### config.mk
export PLATFORM = sky130hd
export DESIGN_NAME = contiguous_hole_allocator_top
export DESIGN_NICKNAME = d
export VERILOG_FILES = /design/src/design/cha_pkg.sv /design/src/design/cha_ram.sv /design/src/design/cha_fit.sv /design/src/design/cha_ctrl.sv /design/src/design/contiguous_hole_allocator_top.sv
export SDC_FILE = /design/constraint.sdc
export NUM_CORES = 1
export LEC_CHECK = 0
export BUFFER_PORTS_ARGS = -buffer_cell sky130_fd_sc_hd__buf_4
export CORE_UTILIZATION = 65
export DETAILED_ROUTE_END_ITERATION = 10
export PLACE_DENSITY_LB_ADDON = 0.12
export SETUP_SLACK_MARGIN = 0.2
export SLEW_MARGIN = 15
export SYNTH_ARGS = -nofsm -noshare
export SYNTH_HDL_FRONTEND = slang
export SYNTH_SLANG_ARGS = --single-unit
export TNS_END_PERCENT = 50
### constraint.sdc
create_clock -name clock -period 9.4 [get_ports clock]
set_clock_uncertainty 0.05 [all_clocks]
set_input_delay 1.41 -clock clock [delete_from_list [all_inputs] [get_ports clock]]
set_output_delay 1.41 -clock clock [all_outputs]
set_load 0.02 [all_outputs]
### src/design/cha_pkg.sv
// Package for the contiguous hole allocator: field widths, command, fit-mode and
// register codes, the sequencer state type and the fit unit control struct.
// No dependencies.
package cha_pkg;

   // Default sizing of the hole table.
   localparam int MAX_HOLES_DEF = 16;
   localparam int SIZE_BITS_DEF = 16;

   // Fixed widths of the item and result fields.
   localparam int CMD_W   = 2;
   localparam int IDX_W   = 4;
   localparam int VAL_W   = 16;

   // Configuration register widths and port widths.
   localparam int MODE_W     = 2;
   localparam int HCNT_W     = 5;
   localparam int CSR_IDX_W  = 2;
   localparam int CSR_DATA_W = 8;

   // Command codes.
   localparam logic [CMD_W-1:0] CMD_LOAD    = 2'd0;
   localparam logic [CMD_W-1:0] CMD_RESTORE = 2'd1;
   localparam logic [CMD_W-1:0] CMD_ALLOC   = 2'd2;
   localparam logic [CMD_W-1:0] CMD_UNUSED  = 2'd3;

   // Fit modes; the unused code behaves as first fit.
   localparam logic [MODE_W-1:0] FIT_FIRST = 2'd0;
   localparam logic [MODE_W-1:0] FIT_BEST  = 2'd1;
   localparam logic [MODE_W-1:0] FIT_WORST = 2'd2;

   // Configuration register indexes.
   localparam logic [CSR_IDX_W-1:0] CSR_FIT_MODE   = 2'd0;
   localparam logic [CSR_IDX_W-1:0] CSR_HOLE_COUNT = 2'd1;

   typedef enum logic [2:0] {
      ST_IDLE,
      ST_RESTORE,
      ST_SCAN,
      ST_DRAIN,
      ST_COMMIT
   } state_type;

   typedef struct packed {
      logic              clear;
      logic              sample;
      logic [MODE_W-1:0] mode;
   } fit_ctl_type;

endpackage

### src/design/cha_ram.sv
// Single-port-write, single-port-read synchronous RAM with a registered read.
// Used for both the current and the original hole size tables; no dependencies.
module cha_ram #(
   parameter int DEPTH = 16,
   parameter int WIDTH = 16,
   localparam int AW = (DEPTH > 1) ? $clog2(DEPTH) : 1
) (
   input  logic             clock,
   input  logic             wr_en,
   input  logic [AW-1:0]    wr_addr,
   input  logic [WIDTH-1:0] wr_data,
   input  logic [AW-1:0]    rd_addr,
   output logic [WIDTH-1:0] rd_data
);

   logic [WIDTH-1:0] mem_ff [DEPTH];
   logic [WIDTH-1:0] rd_data_ff;

   always_ff @(posedge clock) begin
      if (wr_en) begin
         mem_ff[wr_addr] <= wr_data;
      end
   end

   always_ff @(posedge clock) begin
      rd_data_ff <= mem_ff[rd_addr];
   end

   assign rd_data = rd_data_ff;

endmodule

### src/design/cha_fit.sv
// Fit selection unit: tracks the chosen hole over one scan of the size table.
// Depends on cha_pkg for the fit modes and the control struct.
module cha_fit #(
   parameter int MAX_HOLES = cha_pkg::MAX_HOLES_DEF,
   parameter int SIZE_BITS = cha_pkg::SIZE_BITS_DEF,
   localparam int AW = (MAX_HOLES > 1) ? $clog2(MAX_HOLES) : 1
) (
   input  logic                 clock,
   input  logic                 reset,
   input  cha_pkg::fit_ctl_type ctl,
   input  logic [SIZE_BITS-1:0] req_size,
   input  logic [AW-1:0]        cand_idx,
   input  logic [SIZE_BITS-1:0] cand_size,
   output logic                 found,
   output logic [AW-1:0]        pick,
   output logic [SIZE_BITS-1:0] best
);

   logic                 found_ff, found_in;
   logic [AW-1:0]        pick_ff, pick_in;
   logic [SIZE_BITS-1:0] best_ff, best_in;
   logic                 fits;
   logic                 better;
   logic                 take;

   always_comb begin
      fits = (cand_size >= req_size);
      case (ctl.mode)
         cha_pkg::FIT_BEST:  better = (cand_size < best_ff);
         cha_pkg::FIT_WORST: better = (cand_size > best_ff);
         default:            better = 1'b0;
      endcase
      take = ctl.sample && fits && (!found_ff || better);

      found_in = found_ff;
      pick_in  = pick_ff;
      best_in  = best_ff;
      if (ctl.clear) begin
         found_in = 1'b0;
      end else if (take) begin
         found_in = 1'b1;
         pick_in  = cand_idx;
         best_in  = cand_size;
      end
   end

   always_ff @(posedge clock) begin
      if (reset) begin
         found_ff <= 1'b0;
      end else begin
         found_ff <= found_in;
      end
   end

   always_ff @(posedge clock) begin
      pick_ff <= pick_in;
      best_ff <= best_in;
   end

   assign found = found_ff;
   assign pick  = pick_ff;
   assign best  = best_ff;

endmodule

### src/design/cha_ctrl.sv
// Sequencer of the hole allocator: configuration registers, command decode,
// table sweeps, write-back and the result register. Depends on cha_pkg.
module cha_ctrl #(
   parameter int MAX_HOLES = cha_pkg::MAX_HOLES_DEF,
   parameter int SIZE_BITS = cha_pkg::SIZE_BITS_DEF,
   localparam int AW = (MAX_HOLES > 1) ? $clog2(MAX_HOLES) : 1,
   localparam int CW = $clog2(MAX_HOLES + 1)
) (
   input  logic                            clock,
   input  logic                            reset,
   // Command channel.
   input  logic                            start,
   output logic                            busy,
   input  logic [cha_pkg::CMD_W-1:0]       req_command,
   input  logic [cha_pkg::IDX_W-1:0]       req_hole_index,
   input  logic [cha_pkg::VAL_W-1:0]       req_size_value,
   // Result channel.
   output logic                            rsp_valid,
   output logic                            rsp_granted,
   output logic [cha_pkg::IDX_W-1:0]       rsp_hole_number,
   output logic [cha_pkg::VAL_W-1:0]       rsp_remaining_size,
   // Configuration channel.
   input  logic                            csr_valid,
   output logic                            csr_ready,
   input  logic [cha_pkg::CSR_IDX_W-1:0]   csr_index,
   input  logic [cha_pkg::CSR_DATA_W-1:0]  csr_wdata,
   // Table memories.
   output logic                            cur_we,
   output logic [AW-1:0]                   cur_waddr,
   output logic [SIZE_BITS-1:0]            cur_wdata,
   input  logic [SIZE_BITS-1:0]            cur_rdata,
   output logic                            orig_we,
   output logic [AW-1:0]                   orig_waddr,
   output logic [SIZE_BITS-1:0]            orig_wdata,
   input  logic [SIZE_BITS-1:0]            orig_rdata,
   output logic [AW-1:0]                   rd_addr,
   // Fit unit.
   output cha_pkg::fit_ctl_type            fit_ctl,
   output logic [SIZE_BITS-1:0]            req_size,
   output logic [AW-1:0]                   cand_idx,
   output logic [SIZE_BITS-1:0]            cand_size,
   input  logic                            found,
   input  logic [AW-1:0]                   pick,
   input  logic [SIZE_BITS-1:0]            best
);

   cha_pkg::state_type state_ff, state_in;

   logic [CW-1:0]                   cnt_ff, cnt_in;
   logic [CW-1:0]                   limit_ff, limit_in;
   logic [SIZE_BITS-1:0]            size_ff, size_in;
   logic                            tag_vld_ff, tag_vld_in;
   logic                            tag_rst_ff, tag_rst_in;
   logic [AW-1:0]                   tag_idx_ff, tag_idx_in;
   logic [cha_pkg::MODE_W-1:0]      fit_mode_ff, fit_mode_in;
   logic [cha_pkg::HCNT_W-1:0]      hole_count_ff, hole_count_in;
   logic                            rsp_valid_ff, rsp_valid_in;
   logic                            rsp_granted_ff, rsp_granted_in;
   logic [cha_pkg::IDX_W-1:0]       rsp_number_ff, rsp_number_in;
   logic [cha_pkg::VAL_W-1:0]       rsp_remain_ff, rsp_remain_in;

   logic                            accept;
   logic                            last;
   logic                            load_ok;
   logic [CW-1:0]                   count_sat;
   logic [SIZE_BITS-1:0]            remain_full;
   logic                            csr_write;

   assign busy      = (state_ff != cha_pkg::ST_IDLE);
   assign accept    = start && !busy;
   assign csr_ready = 1'b1;
   assign csr_write = csr_valid && csr_ready;
   assign last      = ((cnt_ff + CW'(1)) == limit_ff);
   assign load_ok   = (32'(req_hole_index) < MAX_HOLES);

   // Hole counts above the table depth search the whole table.
   always_comb begin
      if (32'(hole_count_ff) > MAX_HOLES) begin
         count_sat = CW'(MAX_HOLES);
      end else begin
         count_sat = CW'(hole_count_ff);
      end
   end

   // Next state.
   always_comb begin
      state_in = state_ff;
      case (state_ff)
         cha_pkg::ST_IDLE: begin
            if (accept) begin
               case (req_command)
                  cha_pkg::CMD_RESTORE: state_in = cha_pkg::ST_RESTORE;
                  cha_pkg::CMD_ALLOC: begin
                     if (count_sat == '0) begin
                        state_in = cha_pkg::ST_COMMIT;
                     end else begin
                        state_in = cha_pkg::ST_SCAN;
                     end
                  end
                  default: state_in = cha_pkg::ST_IDLE;
               endcase
            end
         end
         cha_pkg::ST_RESTORE: begin
            if (last) begin
               state_in = cha_pkg::ST_DRAIN;
            end
         end
         cha_pkg::ST_SCAN: begin
            if (last) begin
               state_in = cha_pkg::ST_DRAIN;
            end
         end
         cha_pkg::ST_DRAIN:  state_in = cha_pkg::ST_COMMIT;
         cha_pkg::ST_COMMIT: state_in = cha_pkg::ST_IDLE;
         default:            state_in = cha_pkg::ST_IDLE;
      endcase
   end

   // Outputs and datapath next values.
   always_comb begin
      cnt_in        = cnt_ff;
      limit_in      = limit_ff;
      size_in       = size_ff;
      fit_mode_in   = fit_mode_ff;
      hole_count_in = hole_count_ff;

      cur_we     = 1'b0;
      cur_waddr  = tag_idx_ff;
      cur_wdata  = orig_rdata;
      orig_we    = 1'b0;
      orig_waddr = AW'(req_hole_index);
      orig_wdata = SIZE_BITS'(req_size_value);

      tag_vld_in = (state_ff == cha_pkg::ST_SCAN) || (state_ff == cha_pkg::ST_RESTORE);
      tag_rst_in = (state_ff == cha_pkg::ST_RESTORE);
      tag_idx_in = cnt_ff[AW-1:0];

      remain_full    = best - size_ff;
      rsp_valid_in   = 1'b0;
      rsp_granted_in = 1'b0;
      rsp_number_in  = '0;
      rsp_remain_in  = '0;

      if (accept) begin
         cnt_in  = '0;
         size_in = SIZE_BITS'(req_size_value);
         if (req_command == cha_pkg::CMD_RESTORE) begin
            limit_in = CW'(MAX_HOLES);
         end else begin
            limit_in = count_sat;
         end
         if (req_command inside {cha_pkg::CMD_LOAD, cha_pkg::CMD_UNUSED}) begin
            rsp_valid_in = 1'b1;
         end
         if ((req_command == cha_pkg::CMD_LOAD) && load_ok) begin
            cur_we    = 1'b1;
            cur_waddr = AW'(req_hole_index);
            cur_wdata = SIZE_BITS'(req_size_value);
            orig_we   = 1'b1;
         end
      end

      if ((state_ff == cha_pkg::ST_SCAN) || (state_ff == cha_pkg::ST_RESTORE)) begin
         cnt_in = cnt_ff + CW'(1);
      end

      // Restore write-back: original data arrives in the cycle after its read.
      if (tag_vld_ff && tag_rst_ff) begin
         cur_we    = 1'b1;
         cur_waddr = tag_idx_ff;
         cur_wdata = orig_rdata;
      end

      if (state_ff == cha_pkg::ST_COMMIT) begin
         rsp_valid_in = 1'b1;
         if (found) begin
            cur_we         = 1'b1;
            cur_waddr      = pick;
            cur_wdata      = remain_full;
            rsp_granted_in = 1'b1;
            rsp_number_in  = cha_pkg::IDX_W'(pick);
            rsp_remain_in  = cha_pkg::VAL_W'(remain_full);
         end
      end

      if (csr_write) begin
         case (csr_index)
            cha_pkg::CSR_FIT_MODE:   fit_mode_in   = cha_pkg::MODE_W'(csr_wdata);
            cha_pkg::CSR_HOLE_COUNT: hole_count_in = cha_pkg::HCNT_W'(csr_wdata);
            default: ;
         endcase
      end
   end

   assign rd_addr        = cnt_ff[AW-1:0];
   assign fit_ctl.clear  = accept;
   assign fit_ctl.sample = tag_vld_ff && !tag_rst_ff;
   assign fit_ctl.mode   = fit_mode_ff;
   assign req_size       = size_ff;
   assign cand_idx       = tag_idx_ff;
   assign cand_size      = cur_rdata;

   always_ff @(posedge clock) begin
      if (reset) begin
         state_ff      <= cha_pkg::ST_IDLE;
         cnt_ff        <= '0;
         tag_vld_ff    <= 1'b0;
         tag_rst_ff    <= 1'b0;
         fit_mode_ff   <= cha_pkg::FIT_FIRST;
         hole_count_ff <= '0;
         rsp_valid_ff  <= 1'b0;
      end else begin
         state_ff      <= state_in;
         cnt_ff        <= cnt_in;
         tag_vld_ff    <= tag_vld_in;
         tag_rst_ff    <= tag_rst_in;
         fit_mode_ff   <= fit_mode_in;
         hole_count_ff <= hole_count_in;
         rsp_valid_ff  <= rsp_valid_in;
      end
   end

   always_ff @(posedge clock) begin
      limit_ff       <= limit_in;
      size_ff        <= size_in;
      tag_idx_ff     <= tag_idx_in;
      rsp_granted_ff <= rsp_granted_in;
      rsp_number_ff  <= rsp_number_in;
      rsp_remain_ff  <= rsp_remain_in;
   end

   assign rsp_valid          = rsp_valid_ff;
   assign rsp_granted        = rsp_granted_ff;
   assign rsp_hole_number    = rsp_number_ff;
   assign rsp_remaining_size = rsp_remain_ff;

endmodule

### src/design/contiguous_hole_allocator_top.sv
// Top level of the contiguous hole allocator (first, best and worst fit).
// Depends on cha_pkg, cha_ram, cha_fit and cha_ctrl.
//
//   Channel   Ports                                          Direction  Handshake
//   request   req_command, req_hole_index, req_size_value    in         start / busy
//   response  rsp_granted, rsp_hole_number,                  out        rsp_valid strobe
//             rsp_remaining_size
//   config    csr_index, csr_wdata                           in         csr_valid / csr_ready
//
// An item is taken when start is high and busy is low. A load item writes both size
// tables at that edge and its result strobes on the next cycle. A restore item sweeps
// all MAX_HOLES entries, one per cycle, through the single read port of the original
// table; its result strobes once the sweep has passed the drain and commit states.
// An allocate item scans the counted holes one per cycle through the read port of
// the current table, then passes the drain and commit states; a count of zero goes
// straight to commit. Reset is synchronous, active high, and clears fit_mode and
// hole_count; the size tables hold nothing until loaded. Each result is shown for
// exactly one cycle and the next item may be taken in that same cycle.
module contiguous_hole_allocator_top #(
   parameter int MAX_HOLES = cha_pkg::MAX_HOLES_DEF,
   parameter int SIZE_BITS = cha_pkg::SIZE_BITS_DEF
) (
   input  logic                            clock,
   input  logic                            reset,
   input  logic                            start,
   output logic                            busy,
   input  logic [cha_pkg::CMD_W-1:0]       req_command,
   input  logic [cha_pkg::IDX_W-1:0]       req_hole_index,
   input  logic [cha_pkg::VAL_W-1:0]       req_size_value,
   output logic                            rsp_valid,
   output logic                            rsp_granted,
   output logic [cha_pkg::IDX_W-1:0]       rsp_hole_number,
   output logic [cha_pkg::VAL_W-1:0]       rsp_remaining_size,
   input  logic                            csr_valid,
   output logic                            csr_ready,
   input  logic [cha_pkg::CSR_IDX_W-1:0]   csr_index,
   input  logic [cha_pkg::CSR_DATA_W-1:0]  csr_wdata
);

   localparam int AW = (MAX_HOLES > 1) ? $clog2(MAX_HOLES) : 1;

   // Both tables share one read address: the restore sweep reads the originals
   // and the allocate scan reads the current sizes, never at the same time.
   logic                 cur_we;
   logic [AW-1:0]        cur_waddr;
   logic [SIZE_BITS-1:0] cur_wdata;
   logic [SIZE_BITS-1:0] cur_rdata;
   logic                 orig_we;
   logic [AW-1:0]        orig_waddr;
   logic [SIZE_BITS-1:0] orig_wdata;
   logic [SIZE_BITS-1:0] orig_rdata;
   logic [AW-1:0]        rd_addr;

   cha_pkg::fit_ctl_type fit_ctl;
   logic [SIZE_BITS-1:0] req_size;
   logic [AW-1:0]        cand_idx;
   logic [SIZE_BITS-1:0] cand_size;
   logic                 found;
   logic [AW-1:0]        pick;
   logic [SIZE_BITS-1:0] best;

   // Current hole sizes, shrunk by each granted allocation.
   cha_ram #(
      .DEPTH (MAX_HOLES),
      .WIDTH (SIZE_BITS)
   ) u_cur_ram (
      .clock   (clock),
      .wr_en   (cur_we),
      .wr_addr (cur_waddr),
      .wr_data (cur_wdata),
      .rd_addr (rd_addr),
      .rd_data (cur_rdata)
   );

   // Original hole sizes, written only by load items.
   cha_ram #(
      .DEPTH (MAX_HOLES),
      .WIDTH (SIZE_BITS)
   ) u_orig_ram (
      .clock   (clock),
      .wr_en   (orig_we),
      .wr_addr (orig_waddr),
      .wr_data (orig_wdata),
      .rd_addr (rd_addr),
      .rd_data (orig_rdata)
   );

   // Keeps the best candidate seen so far; ties stay with the lower hole.
   cha_fit #(
      .MAX_HOLES (MAX_HOLES),
      .SIZE_BITS (SIZE_BITS)
   ) u_fit (
      .clock     (clock),
      .reset     (reset),
      .ctl       (fit_ctl),
      .req_size  (req_size),
      .cand_idx  (cand_idx),
      .cand_size (cand_size),
      .found     (found),
      .pick      (pick),
      .best      (best)
   );

   cha_ctrl #(
      .MAX_HOLES (MAX_HOLES),
      .SIZE_BITS (SIZE_BITS)
   ) u_ctrl (
      .clock              (clock),
      .reset              (reset),
      .start              (start),
      .busy               (busy),
      .req_command        (req_command),
      .req_hole_index     (req_hole_index),
      .req_size_value     (req_size_value),
      .rsp_valid          (rsp_valid),
      .rsp_granted        (rsp_granted),
      .rsp_hole_number    (rsp_hole_number),
      .rsp_remaining_size (rsp_remaining_size),
      .csr_valid          (csr_valid),
      .csr_ready          (csr_ready),
      .csr_index          (csr_index),
      .csr_wdata          (csr_wdata),
      .cur_we             (cur_we),
      .cur_waddr          (cur_waddr),
      .cur_wdata          (cur_wdata),
      .cur_rdata          (cur_rdata),
      .orig_we            (orig_we),
      .orig_waddr         (orig_waddr),
      .orig_wdata         (orig_wdata),
      .orig_rdata         (orig_rdata),
      .rd_addr            (rd_addr),
      .fit_ctl            (fit_ctl),
      .req_size           (req_size),
      .cand_idx           (cand_idx),
      .cand_size          (cand_size),
      .found              (found),
      .pick               (pick),
      .best               (best)
   );

endmodule

---- Yosys cells after proc, flatten, opt, wreduce, memory -nomap -nowiden ----
Memory sizes are Yosys's and may differ from the RTL's. A register that Yosys moved wholly into a read port is not among the register bits.
Cells that the tools add are included.
storage, ports and cells
  bits in registers ....................... 85
  bits in writable memories ............... 512
  input port bits ......................... 36
  output and inout port bits .............. 24
  word-level logic and storage cells ...... 94
  memories ................................ 2
memories
  name               words  width  read ports  clocked after Yosys merged registers in  wr ports  RTL line       source
  u_cur_ram.mem_ff   16     16     1           1                                        1         cha_ram.sv:16  logic [WIDTH-1:0] mem_ff [DEPTH];
  u_orig_ram.mem_ff  16     16     1           1                                        1         cha_ram.sv:16
operators by class
  $add $sub $neg .......................... 2
  $lt $le $gt $ge ......................... 4
  equality and inequality tests ........... 13
  multiplexer cells ....................... 32
  bitwise gates (word level) .............. 1
  reductions and logical operators ........ 24
operator list
  kind                 number
  $mux 16              5
  $mux 4               5
  $ge 16x16->1         1
  $gt 16x16->1         1
  $lt 16x16->1         1
  $sub 16x16->16       1
  $mux 5               3
  $mux 1               13
  $reduce_and 2->1     5
  $mux 3               3
  $pmux 3 s3           1
  $eq 2x1->1 const B   3
  $eq 2x2->1 const B   3
  $eq 3x2->1 const B   2
  $pmux 3 s2           1
  $add 5x1->5 const B  1
  $eq 5x5->1           1
  $gt 5x5->1 const B   1
  $logic_and 1x1->1    5
  $logic_not 5->1      1
  $logic_not 2->1      2
  $ne 2x1->1 const B   2
  $reduce_bool 2->1    2
  $reduce_or 2->1      2
  8 further kinds      11

---- Logic depth before layout (Yosys ltp) ----
  depth in word-level cells ............... 9
  depth in mapped cells ................... 9

---- Hierarchy ----
Synthesis repeated with hierarchy kept, for this count alone.
unflattened totals
  cell total of the unflattened synthesis .. 1402
  area total of the unflattened synthesis .. 25315.5 um^2
by module, submodules not included
  module                 times used  cells an instance  area each (um^2)  sequential area each (um^2)
  cha_ram at u_orig_ram  1           432                10043.4           8007.7
  cha_ram at u_cur_ram   1           432                10042.1           8007.7
  cha_ctrl               1           397                3729.8            1491.4
  cha_fit                1           141                1500.2            620.6

---- Worst setup path after synthesis ----
Ideal clock, no wire load.
  path kind ............................... input -> register
  start point ............................. input start
  end point ............................... memory u_cur_ram.mem_ff[11][0] (enable)
  library setup time ...................... 388 ps
  arrival ................................. 3505 ps
  required time ........................... 8962 ps
  slack ................................... 5456 ps
  stages .................................. 7
  buffers on the path ..................... 0
  cells stage by stage .................... or4b_4 > inv_6 > nand3_4 > mux2i_1 > o21bai_1 > nand2_1 > nor2_1
RTL lines
  item         RTL line                             source
  from (decl)  contiguous_hole_allocator_top.sv:25  input logic start,
  to (decl)    cha_ram.sv:16

==> results.cfg <==
[drt]
vias = 12660
drt_wl_total_mm = 53.69
drt_iter0_drc = 1397
postRouteAntennaNets = 0
post_drt_wl_per_cell_microns = 27.45
dr.pass1.iters = 5
vias_per_cell = 6.472
drc_errors = 0

[placed_design]
dpl.hpwl_mm = 30.90
placedCellCount = 1848
pre_cts_slack_ns = 4.546
dpl_cell_area_sq_um = 26230
portBuffers = 55
gp_congestion = 0.9053

[logic_synthesis]
yosysMostFrequentCell = edfxtp_1
ys_types = 64
yosys_warnings = 0
netlist_area_sq_um = 24940
ys_ff_latch = 629
synth_edf_count = 553
ys.flop_type = edfxtp_1
yosys.area.top_type = edfxtp_1
ys_top_cells_by_count = edfxtp_1 (553), mux4_2 (160), dfxtp_1 (76), nor2_1 (74), ha_1 (54)
syn-num-nets = 1379
synth_async_sr_flop_share_pct = 0
synthCells = 1288
ys_seq_area_share_pct = 72.69
avgSynthCellArea_sq_um = 19.36
yosys.area.top_type_share_pct = 66.59
synthTopCellsByArea = edfxtp_1 (67%), mux4_2 (14%), dfxtp_1 (6.1%)

[cells_and_area]
n_antenna_cell = 0
layout.nets = 1489
stdcell_count = 1956
fill_cells = 2155
area_growth_pct = 13.08
final_layout_size_suffix_gt1_share_pct = 28.51
final_cell_area_sq_um = 28200

[worst_setup_path]
cp.required_ns = 9.57
worstSetupStartpointType = input pin
reg2reg_from = u_ctrl.state_ff[2]
r2r-end = u_cur_ram.mem_ff[3][8]
cp.arrival_ns = 4.47
critical_path_class = in -> reg
crit_fanout = 27
r2r_slack_ns = 5.52
crit_path_end_kind = flop
reg2reg_depth = 7
path_cells = buf_4, or4b_4, inv_6, nand3_4, mux2i_1, o21bai_1, nand2_1, nor2_2
slowest_stage = nor2_2
slowest_delay_ns = 0.98

[timing]
fin_setup_tns_ns = 0
timing.final.crit_share_pct = 45.75
hold_viol = 0
slew_violations = 0
period_minus_slack_ns = 4.300
setup-violations-final = 0
timing.fmax_mhz = 232.5
grt_setup_unrepaired = false
final.setup.worst_slack_ns = 5.100
tightest_slew_ns = 1.205
relSlewSlack_pct = 19.59

[die]
ios = 60
fp.coreArea_sq_um = 37670
die_y_microns = 197.9
rows = 71
initial_core_util_pct = 66.21
die-area_sq_um = 39150
die_w_microns = 197.9

[power]
pwr_density_cell_nw_per_um2 = 257.4
static-leakage-power_nw = 9.466
irDropWorstVdd_v = 0.0001872
p_total_w = 0.007259

[global_routing]
grt_usage_pct = 28.71
grt_max_degree = 99
grt-ovfl-total = 0
antenna_found_initial = 2
grt_pass1_vias = 12920
grt_pass1_wl_mm = 79.87

[cts]
insertion_delay_ns = 0.61
ctsHoldBuffers = 0
clockRootBuffer = clkbuf_16
cts_resized = 0
cts.reportedPaths.clkPinSlew_ns = 0.06
cts_sinks = 629
htreeDepth = 2
cts_buffers = 59
postCtsSetupBuffers = 0
cts_tree = done
cts_buffer_depth = 3

[run]
drv_cap = 0

[hold_path]
hold_end = u_fit.pick[3]
min-delay-path-class = reg -> reg
hold_depth = 0
worstHoldStart = u_ctrl.cand_idx[3]

[run_status]
outcome = complete, no violations
## layout make-up
| cell class | instances | area [sq um] | share of cell area, % |
|---|---|---|---|
| clock inverter | 21 | 260.3 | 0.9228 |
| clock buffer | 87 | 1694 | 6.007 |
| timing repair buffer | 99 | 755.7 | 2.680 |
| inverter | 52 | 200.2 | 0.7099 |
| sequential | 629 | 18140 | 64.31 |
| multi-input combinational | 557 | 6515 | 23.10 |
| tap | 511 | 639.4 | 2.267 |
## logic make-up (layout without fill, tap and decap cells)
logic type	after synthesis	in the layout	share of synthesized area [%]
flops	629	629	72.69
simple gates	195	195	3.989
mux	185	185	15.51
compound gates	107	107	2.830
buf+inv	102	259	1.691
fa+ha+maj	55	55	2.789
xor+xnor	14	14	0.4917
other cells	1	1	0.01504
## per-stage QoR
stage	utilization, %	hold WS [ns]
floorplan	-	0.2790
global placement	69.63	0.3607
detailed placement	69.63	0.3737
CTS	74.82	0.3892
global route	74.87	0.4008
finish	74.87	0.3868
## how the worst max path moves through the flow
stage | startpoint | end | slack, ns | depth (start not counted)
5_1_grt | start | u_cur_ram.mem_ff[3][8] | 5.01 | 8
3_5_place_dp | start | u_cur_ram.mem_ff[1][8] | 4.55 | 8
3_3_place_gp | start | u_cur_ram.mem_ff[3][11] | 4.59 | 8
6_report | start | u_cur_ram.mem_ff[3][8] | 5.10 | 8
4_1_cts | start | u_cur_ram.mem_ff[3][9] | 5.16 | 8
2_1_floorplan | start | u_cur_ram.mem_ff[11][0] | 5.46 | 7
## critical path, delay by kind of cell
family / cells / cell delay [ns]
simple gates: 4 / 2.12
buf+inv: 2 / 0.37
compound gates: 1 / 0.33
mux: 1 / 0.21
## cell usage in the layout (no fill, tap or decap), types with 9 or more instances in the layout
cell and instances:
a211oi_1 9, a21o_1 12, a21oi_1 27, buf_4 98
clkbuf_1 19, clkbuf_16 61, clkinv_2 9, dfxtp_1 72
edfxtp_1 553, ha_1 54, inv_1 51, mux2_2 11
mux2i_1 14, mux4_2 160, nand2_1 27, nand4_1 10
nor2_1 50, nor2_2 28, nor3_1 15, o21ai_0 20
## where the power goes
| group | internal, W | switching [W] | total, W |
|---|---|---|---|
| clock | 0.00141 | 0.000984 | 0.00239 |
| combinational | 0.000674 | 0.000765 | 0.00144 |
| sequential | 0.00331 | 0.000122 | 0.00343 |
## layer usage
metal	global-route usage [%]	vias to the layer above	wire, microns	part of all wire [%]
li1	-	5400	-	-
met1	40.96	6536	21400	40
met2	45.50	636	26220	49
met3	6.217	86	4863	9.1
met4	8.154	2	1191	2.2
met5	0	-	11	0.020
## flip-flops by register name, indices dropped and copies added, names as in the netlist, 2 cells and up
signal	cells
u_ctrl.cnt_ff	5
u_cur_ram.rd_data	16
u_ctrl.fit_mode_ff	2
u_fit.best	16
u_ctrl.hole_count_ff	5
u_ctrl.req_size	16
u_ctrl.rsp_remaining_size	16
u_orig_ram.rd_data	16
u_ctrl.cand_idx	4
u_cur_ram.mem_ff	256
u_ctrl.limit_ff	5
u_ctrl.rsp_hole_number	4
u_orig_ram.mem_ff	256
u_fit.pick	4
u_ctrl.state_ff	3
Note: power is estimated with default switching activity, not from simulation.
